<file path="src/rtl/cda_pkg.sv">
package cda_pkg;

    // width of the day count on the request
    localparam int ADD_WIDTH = 16;

    // the calendar repeats every 10000 years
    localparam int PERIOD_DAYS = 3652425;
    localparam int PERIOD_W    = 22;
    localparam int CNT_W       = (ADD_WIDTH > PERIOD_W) ? ADD_WIDTH : PERIOD_W;

    // year split into hundreds and units, y / 100 = (y * RECIP_100) >> RECIP_SHIFT
    localparam int RECIP_100   = 41944;
    localparam int RECIP_SHIFT = 22;
    localparam int PROD_W      = 31;

    localparam logic [13:0] YEAR_MAX = 14'd9999;
    localparam logic [6:0]  YR_PART_MAX = 7'd99;

    localparam logic [3:0] MONTH_JAN = 4'd1;
    localparam logic [3:0] MONTH_FEB = 4'd2;
    localparam logic [3:0] MONTH_APR = 4'd4;
    localparam logic [3:0] MONTH_JUN = 4'd6;
    localparam logic [3:0] MONTH_SEP = 4'd9;
    localparam logic [3:0] MONTH_NOV = 4'd11;
    localparam logic [3:0] MONTH_DEC = 4'd12;

    // held date, the year kept also as hundreds and units
    typedef struct packed {
        logic [4:0]  day;
        logic [3:0]  month;
        logic [13:0] year;
        logic [6:0]  yr_hi;
        logic [6:0]  yr_lo;
    } t_date;

    // gregorian leap rule from the two year parts
    function automatic logic leap_year(input logic [6:0] yr_hi, input logic [6:0] yr_lo);
        logic lo_zero;
        lo_zero = (yr_lo == 7'd0);
        return ((yr_lo[1:0] == 2'b00) && !lo_zero) || (lo_zero && (yr_hi[1:0] == 2'b00));
    endfunction

    // days in the month
    function automatic logic [4:0] month_length(input logic [3:0] month, input logic leap);
        logic [4:0] len;
        unique case (month)
            MONTH_FEB: len = leap ? 5'd29 : 5'd28;
            MONTH_APR, MONTH_JUN, MONTH_SEP, MONTH_NOV: len = 5'd30;
            default: len = 5'd31;
        endcase
        return len;
    endfunction

endpackage

</file>
<file path="src/rtl/cda_day_step.sv">
module cda_day_step (
    input  cda_pkg::t_date i_date,
    output cda_pkg::t_date o_date
);
    import cda_pkg::*;

    logic [4:0] len;
    logic [5:0] day_inc;
    logic       wrap_month;
    logic       wrap_year;
    logic       wrap_hi;

    // day increment against the month length
    assign len        = month_length(i_date.month, leap_year(i_date.yr_hi, i_date.yr_lo));
    assign day_inc    = {1'b0, i_date.day} + 6'd1;
    assign wrap_month = (day_inc > {1'b0, len});
    assign wrap_year  = wrap_month && (i_date.month >= MONTH_DEC);
    assign wrap_hi    = (i_date.yr_lo >= YR_PART_MAX);

    // next date
    always_comb begin
        o_date = i_date;
        if (wrap_month) begin
            o_date.day = 5'(day_inc - {1'b0, len});
        end else begin
            o_date.day = day_inc[4:0];
        end
        if (wrap_year) begin
            o_date.month = MONTH_JAN;
            if (i_date.year >= YEAR_MAX) begin
                o_date.year  = 14'd0;
                o_date.yr_hi = 7'd0;
                o_date.yr_lo = 7'd0;
            end else begin
                o_date.year = i_date.year + 14'd1;
                if (wrap_hi) begin
                    o_date.yr_lo = 7'd0;
                    o_date.yr_hi = i_date.yr_hi + 7'd1;
                end else begin
                    o_date.yr_lo = i_date.yr_lo + 7'd1;
                end
            end
        end else if (wrap_month) begin
            o_date.month = i_date.month + 4'd1;
        end
    end

endmodule

</file>
<file path="src/rtl/calendar_date_advance.sv">
// from start to o_valid: load via S_SPLIT and S_LOW, advance by zero at once to S_REPORT,
//   advance by n days via S_REDUCE and S_STEP (one day stepped per cycle in the step unit)
// busy stays high until the strobe cycle ends, so a new request is taken only after the last result
// the result is shown for one cycle on o_valid, the receiver cannot stall
// synchronous active-low reset sets the date to 1 january of year 0
module calendar_date_advance (
    input  logic                           i_clk,
    input  logic                           i_rst_n,
    input  logic                           start,
    output logic                           busy,
    input  logic                           i_command,
    input  logic [4:0]                     i_load_day,
    input  logic [3:0]                     i_load_month,
    input  logic [13:0]                    i_load_year,
    input  logic [cda_pkg::ADD_WIDTH-1:0]  i_days_to_add,
    output logic                           o_valid,
    output logic [4:0]                     o_cur_day,
    output logic [3:0]                     o_cur_month,
    output logic [13:0]                    o_cur_year,
    output logic                           o_leap_flag
);
    import cda_pkg::*;

    typedef enum logic [5:0] {
        S_IDLE   = 6'b000001,
        S_SPLIT  = 6'b000010,
        S_LOW    = 6'b000100,
        S_REDUCE = 6'b001000,
        S_STEP   = 6'b010000,
        S_REPORT = 6'b100000
    } t_state;

    t_state           r_state, n_state;
    t_date            r_date,  n_date;
    logic [CNT_W-1:0] r_count, n_count;
    t_date            step_date;
    logic             accept;
    logic [PROD_W-1:0] split_prod;

    // shared one-day step unit
    cda_day_step u_step (
        .i_date (r_date),
        .o_date (step_date)
    );

    assign accept     = start && (r_state == S_IDLE);
    assign split_prod = PROD_W'(r_date.year) * PROD_W'(RECIP_100);

    // sequencer
    always_comb begin
        n_state = r_state;
        n_date  = r_date;
        n_count = r_count;
        unique case (r_state)
            S_IDLE: begin
                if (accept) begin
                    if (!i_command) begin
                        // load with clamping of a zero day and an out-of-range month or year
                        n_date.day   = (i_load_day == 5'd0) ? 5'd1 : i_load_day;
                        n_date.month = (i_load_month == 4'd0) ? MONTH_JAN :
                                       (i_load_month > MONTH_DEC) ? MONTH_DEC : i_load_month;
                        n_date.year  = (i_load_year > YEAR_MAX) ? YEAR_MAX : i_load_year;
                        n_state      = S_SPLIT;
                    end else if (i_days_to_add == '0) begin
                        n_state = S_REPORT;
                    end else begin
                        // first day now, the rest reduced by the period
                        n_date  = step_date;
                        n_count = CNT_W'(i_days_to_add - ADD_WIDTH'(1));
                        n_state = S_REDUCE;
                    end
                end
            end
            S_SPLIT: begin
                n_date.yr_hi = split_prod[RECIP_SHIFT +: 7];
                n_state      = S_LOW;
            end
            S_LOW: begin
                n_date.yr_lo = 7'(r_date.year - 14'(r_date.yr_hi) * 14'd100);
                n_state      = S_REPORT;
            end
            S_REDUCE: begin
                if (r_count >= CNT_W'(PERIOD_DAYS)) begin
                    n_count = r_count - CNT_W'(PERIOD_DAYS);
                end else begin
                    n_state = S_STEP;
                end
            end
            S_STEP: begin
                if (r_count == '0) begin
                    n_state = S_REPORT;
                end else begin
                    n_date  = step_date;
                    n_count = r_count - CNT_W'(1);
                end
            end
            S_REPORT: begin
                n_state = S_IDLE;
            end
            default: begin
                n_state = S_IDLE;
            end
        endcase
    end

    // state and date registers
    always_ff @(posedge i_clk) begin
        if (!i_rst_n) begin
            r_state      <= S_IDLE;
            r_date.day   <= 5'd1;
            r_date.month <= MONTH_JAN;
            r_date.year  <= 14'd0;
            r_date.yr_hi <= 7'd0;
            r_date.yr_lo <= 7'd0;
        end else begin
            r_state <= n_state;
            r_date  <= n_date;
        end
    end

    // remaining day count
    always_ff @(posedge i_clk) begin
        r_count <= n_count;
    end

    assign busy        = (r_state != S_IDLE);
    assign o_valid     = (r_state == S_REPORT);
    assign o_cur_day   = r_date.day;
    assign o_cur_month = r_date.month;
    assign o_cur_year  = r_date.year;
    assign o_leap_flag = leap_year(r_date.yr_hi, r_date.yr_lo);

    // checks
    a_report_then_idle: assert property (@(posedge i_clk) disable iff (!i_rst_n)
        o_valid |=> !busy)
        else $error("busy after result strobe");

    a_accept_busy: assert property (@(posedge i_clk) disable iff (!i_rst_n)
        (start && !busy) |=> busy)
        else $error("request accepted without going busy");

    a_count_down: assert property (@(posedge i_clk) disable iff (!i_rst_n)
        (r_state == S_STEP && r_count != '0) |=> (r_count == $past(r_count) - CNT_W'(1)))
        else $error("day count did not step down");

    a_month_range: assert property (@(posedge i_clk) disable iff (!i_rst_n)
        o_valid |-> (o_cur_month >= MONTH_JAN && o_cur_month <= MONTH_DEC && o_cur_day != 5'd0))
        else $error("reported date out of range");

    a_year_parts: assert property (@(posedge i_clk) disable iff (!i_rst_n)
        o_valid |-> (14'(r_date.yr_hi) * 14'd100 + 14'(r_date.yr_lo) == r_date.year))
        else $error("year parts disagree with year");

endmodule
</file>
<file path="config.mk">
export PLATFORM = sky130hd
export DESIGN_NAME = calendar_date_advance
export DESIGN_NICKNAME = d
export VERILOG_FILES = /design/src/rtl/cda_pkg.sv /design/src/rtl/cda_day_step.sv /design/src/rtl/calendar_date_advance.sv
export SDC_FILE = /design/constraint.sdc
export NUM_CORES = 1
export LEC_CHECK = 0
export ABC_CLOCK_PERIOD_IN_PS = 8300
export BUFFER_PORTS_ARGS = -buffer_cell sky130_fd_sc_hd__buf_2
export CORE_AREA = 2 2 136 138
export CTS_BUF_LIST = sky130_fd_sc_hd__clkbuf_16
export DETAILED_ROUTE_END_ITERATION = 12
export DIE_AREA = 0 0 138 140
export PLACE_DENSITY = 0.63
export RECOVER_POWER = 50
export SYNTH_ARGS = -nofsm -noshare
export SYNTH_HDL_FRONTEND = slang
export SYNTH_SLANG_ARGS = --single-unit
export TNS_END_PERCENT = 30
</file>
<file path="constraint.sdc">
create_clock -name i_clk -period 8.3 [get_ports i_clk]
set_clock_uncertainty 0.2 [all_clocks]
set_input_delay 1.66 -clock i_clk [delete_from_list [all_inputs] [get_ports i_clk]]
set_output_delay 1.66 -clock i_clk [all_outputs]
set_load 0.02 [all_outputs]
</file>
## Yosys cells after proc, flatten, opt, wreduce, memory -nomap -nowiden

Index checks and enable logic that the tools add are counted.

- Flip-flop bits (word level): 65
- Bits in latches: 0
- Bits in writable memories: 0
- Bits in read-only memories: 0
- Bits of input ports: 43
- Output and inout port bits: 26
- Word-level logic and storage cells: 102
- Memories: 0

- Add/sub/neg operators: 10
- Multiply operators: 2
- Divide/modulo/power cells: 0
- Magnitude comparators: 7
- Eq/ne operators: 20
- Shift-type cells: 0
- Multiplexer cells: 33
- Bitwise operators: 0
- Reduce and logical (&&, ||, !) cells: 23

Operator list:

| operator | count |
|---|---|
| $mux 37 | 3 |
| $mux 22 | 5 |
| $pmux 22 s3 | 1 |
| $mux 28 | 2 |
| $pmux 23 s2 | 1 |
| $pmux 7 s3 | 2 |
| $mux 6 | 5 |
| $pmux 6 s5 | 1 |
| $mux 14 | 2 |
| $mul 14x13->26 const B | 1 |
| $mux 23 | 1 |
| $ge 22x22->1 const B | 1 |
| $logic_not 22->1 | 1 |
| $sub 22x1->22 const B | 1 |
| $sub 22x22->22 const B | 1 |
| $sub 16x1->17 const B | 1 |
| $logic_not 16->1 | 1 |
| $mux 4 | 4 |
| $add 14x1->14 const B | 1 |
| $add 7x1->7 const B | 2 |
| $ge 14x14->1 const B | 1 |
| $gt 14x14->1 const B | 1 |
| $mux 7 | 2 |
| $ne 2x2->1 const B | 7 |
| other kinds (37) | 47 |

## Longest topological paths before layout

- Depth after elaboration: 13
- Mapped depth: 18
- Depth with buffers taken out: 18

## Modules after synthesis

A second synthesis with hierarchy kept.

- Cells, all modules: 1,108
- Area total of the unflattened synthesis: 9,288.9 µm²

By module, submodules not included:

| module | times used | cells each | area an instance (µm²) | sequential area each (µm²) |
|---|---|---|---|---|
| calendar_date_advance | 1 | 898 | 7,976.4 | 1,521.5 |
| cda_day_step | 1 | 210 | 1,312.5 | 0.0 |

## Worst setup path after synthesis

OpenSTA, ideal clock, no wires.

- Kind: flip-flop to flip-flop
- Start point: register r_date, in the netlist o_cur_year[4]
- End point: register r_date[10] in the netlist's numbering
- Setup time: 0.120 ns
- Data arrival time: 4.590 ns
- Data required time: 7.980 ns
- Path slack: 3.390 ns
- Cell stages (with the launch flop): 19
- Path buffers: 0
- Clock period less this slack: 4.910 ns
- Cell sequence: dfxtp_1 inv_1 fa_1 inv_1 ha_1 fa_1 inv_1 fa_1 fa_1 inv_1 ha_1 o21a_1 o21ai_0 a211oi_1 a21oi_1 o221ai_1 xnor2_1 nor2_1 o31a_1

- Longest elaborated chain between the ends: 7
- Elaborated cells between the ends (all ways): 9
- Those cells by class: 1 x mul; 1 x order compare; 7 x mux

Ends and longest elaborated chain:

| what | RTL line | text |
|---|---|---|
| start: declaration | calendar_date_advance.sv:34 | `t_date r_date, n_date;` |
| start signal: assignment | calendar_date_advance.sv:117 | `r_date <= n_date;` |
| branches (longest 6 deep; another with $mul 14x13->26) | -- |  |
| $pmux 7 s3 * | calendar_date_advance.sv:54 | `unique case (r_state)` |

Every way passes the cells marked *. The select of a mux whose other input is x is not followed.
A chain may end at the register's enable or synchronous reset.

## Worst setup path after layout

- Start point: register r_date, in the netlist o_cur_year[6]
- End point: register r_date[10] in the netlist's numbering

Same word-level chain as after synthesis.

==> flow_summary_export.csv <==
group,metric,value,unit
layout,fill_cells,1703,
timing,setup_viol,0,
cts,clock_latency,340,ps
setup_path,reg2reg_to,"r_date[10]",
place,port-buffer-count,68,
layout,multiInputGateArea,6320,µm²
setup_path,cp.arrival,5390,ps
timing,fin_crit_sh,64.5,%
layout,final_common_cell,"inv_1",
timing,finalSetupTns,0,ps
yosys,synth_top_area_cell,"ha_1",
yosys,ys_top_cells_by_area,"ha_1 (17%), fa_1 (15%), dfxtp_1 (9.4%)",
layout,final_cell_mix,"inv_1 (154), ha_1 (121), fa_1 (64)",
grt,grt_start_max_net_pins,28,
timing,post-route-min-period,5360,ps
run,drv.max_cap_violation_count,0,
grt,overflow,0,
floorplan,io_pins,69,
setup_path,crit_start,"o_cur_year[6]",
setup_path,r2r_slack,2940,ps
detailed_routing,vias,7443,
cts,clock-sinks,63,
pwr,power.share.clock,22.2,%
status,outcome,"finished, final reports clean",
grt,grt_pass1_vias,7087,
yosys,synthArstFlopShare,0,%
place,dp_hpwl,17.8,mm
yosys,synth_area,8720,µm²
layout,ff_latch_area,1480,µm²
grt,grt_usage,23.8,%
pwr,power_frac_comb,53.1,%
timing,rsz0062_at_grt,"false",
floorplan,dieArea,19300,µm²
yosys,synth-seq-cells,63,
setup_path,cp-end-kind,"flip-flop",
timing,fin_ws,2940,ps
detailed_routing,initialDrtViolationCount,602,
cts,cts_tree,"done",
yosys,yosysUniqueCellTypes,78,
floorplan,die_x,138,µm
layout,drive_above_1_share,7.95,%
yosys,synth_fa_ha_area_share,32.0,%
yosys,synth-main-ff-cell,"dfxtp_1",
yosys,synth_area_per_cell,8.54,µm²
pwr,p_sw_share,44.6,%
timing,maxSlewHeadroom,23.6,%
detailed_routing,detail_route.wl_per_cell,17.8,µm
setup_path,required,8330,ps
yosys,synth_top_family_by_area,"adder cells",
detailed_routing,viasPerCell,5.79,
pwr,seqPwrFrac,24.7,%
yosys,synth_xor_area_share,4.02,%
detailed_routing,drc_errors,0,
pwr,power_leakage,4.24,nW
floorplan,start_util,49.1,%
grt,antenna_found_initial,0,
cts,ctsResizeCount,0,
yosys,synthMuxAreaShare,0.473,%
floorplan,coreArea,17800,µm²
yosys,synth_top_area_share,17.4,%
layout,syn2layout_area_growth,7.19,%
detailed_routing,wl,22.8,mm
cts,cts_hold_buffers,0,
yosys,synth_nets,1250,
cts,clockRootBuffer,"clkbuf_16",
cts,cts_made_buffers,9,
min_path,holdCritPathClass,"reg -> reg",
setup_path,ff2ff_path_depth,18,
timing,max_freq,0.187,GHz
yosys,yosysSeqAreaShare,17.0,%
cts,clk_path_buf_depth,2,
detailed_routing,antenna_left,0,
grt,grt_pass1_wl,37.5,mm
yosys,synthSimpleGateAreaFrac,15.6,%
pwr,p_int,1.10,mW
yosys,ys_warn_count,0,
cts,path_clk_slew,60,ps
setup_path,crit_end,"r_date[10]",
place,place_congestion,0.864,
detailed_routing,detail_route.first_pass.iterations,5,
cts,cts_max_level,3,
setup_path,rr_startpoint,"o_cur_year[6]",
pwr,p_sw,883,µW
timing,hold_violations,0,
floorplan,die_y,140,µm
timing,slew_viol_final,0,
yosys,synth_edf_count,22,
layout,nets,1279,
setup_path,critPathKind,"reg -> reg",
timing,worst_slew_pin_slew,1150,ps
setup_path,cp_max_fo,10,
layout,n_antenna_cell,0,
setup_path,cp-start-kind,"flip-flop",
yosys,synth_compound_area_share,20.3,%
place,pre_cts_ws,2940,ps
pwr,ir_drop,0.109,mV
yosys,postSynthCellCount,1022,
cts,cts_setup_buffers,0,
floorplan,placementRows,49,
pwr,power_density,212,nW/µm²
[power groups by stage]
stage	Sequential (mW)	Combinational (mW)	Clock (mW)
after detailed placement	0.493	1.05	0
after CTS	0.486	1.06	0.441
after global routing	0.502	1.22	0.453
after floorplan	0.448	0.830	0
after global placement	0.492	1.04	0
final	0.489	1.05	0.439
[metal layers]
| metal | global-route usage, % | share of wire, % | vias to the layer above |
|---|---|---|---|
| li1 | - | - | 3665 |
| met1 | 35.1 | 49 | 3548 |
| met2 | 37.4 | 45 | 209 |
| met3 | 3.15 | 4.8 | 21 |
| met4 | 4.94 | 1.0 | 0 |
| met5 | 0 | 0 | - |
[worst max-delay path, stage by stage, from the launching register on]
cell and delay [ps]:
dfxtp_1 600, inv_1 250, fa_1 560, inv_1 40, ha_1 210, fa_1 490
fa_1 490, inv_1 60, fa_1 520, inv_1 40, ha_1 320, a22oi_1 170
o211a_1 170, o21ai_0 80, a21oi_1 290, o221ai_1 250, xnor2_1 210, nor2_1 60
o31a_1 240
[per-stage QoR]
stage,hold slack [ps],power [mW],cell area (µm²),util (%),std cells
3_3_place_gp,315,1.53,9070,51.0,1269
3_5_place_dp,325,1.54,9070,51.0,1269
6_report,331,1.98,9350,52.6,1285
5_1_grt,358,2.17,9350,52.6,1285
2_1_floorplan,280,1.28,8720,-,1022
4_1_cts,332,1.99,9400,52.9,1285
[cell families after synthesis]
| kind of cell | Yosys count |
|---|---|
| compound gates | 261 |
| simple gates | 258 |
| buf+inv | 211 |
| fa+ha+maj | 185 |
| flops | 63 |
| xor+xnor | 40 |
| mux | 4 |
[state kept, by name, summed over array words and instances, names as in the netlist]
signal / flops
r_date: 12
r_count: 22
o_cur_day: 5
r_state: 6
o_cur_month: 4
o_cur_year: 14
[cells in the mapped netlist, types with 21 or more instances]
cell	n
a21oi_1	59
buf_4	26
clkbuf_1	21
dfxtp_1	41
edfxtp_1	22
fa_1	64
ha_1	121
inv_1	154
nand2_1	50
nand3_1	25
nor2_1	62
o21ai_0	63
xnor2_1	24
[final cells by class]
cell class / count / share of cell area, %
multi-input cells: 748 / 67.6
inverters: 154 / 6.18
clock inverters: 7 / 1.19
clock buffers: 9 / 2.41
well taps: 229 / 3.06
flip-flops and latches: 63 / 15.8
repair buffers: 75 / 3.72
[worst min path at each step]
stage / depth (start not counted) / from / slack [ps] / to
2_1_floorplan: 2 / r_date[9] / 280 / r_date[9]
3_3_place_gp: 2 / r_date[9] / 320 / r_date[9]
3_5_place_dp: 2 / r_date[9] / 320 / r_date[9]
4_1_cts: 2 / r_date[9] / 330 / r_date[9]
5_1_grt: 2 / r_date[9] / 360 / r_date[9]
6_report: 2 / r_date[9] / 330 / r_date[9]
Power figures use the tool's default switching activity.
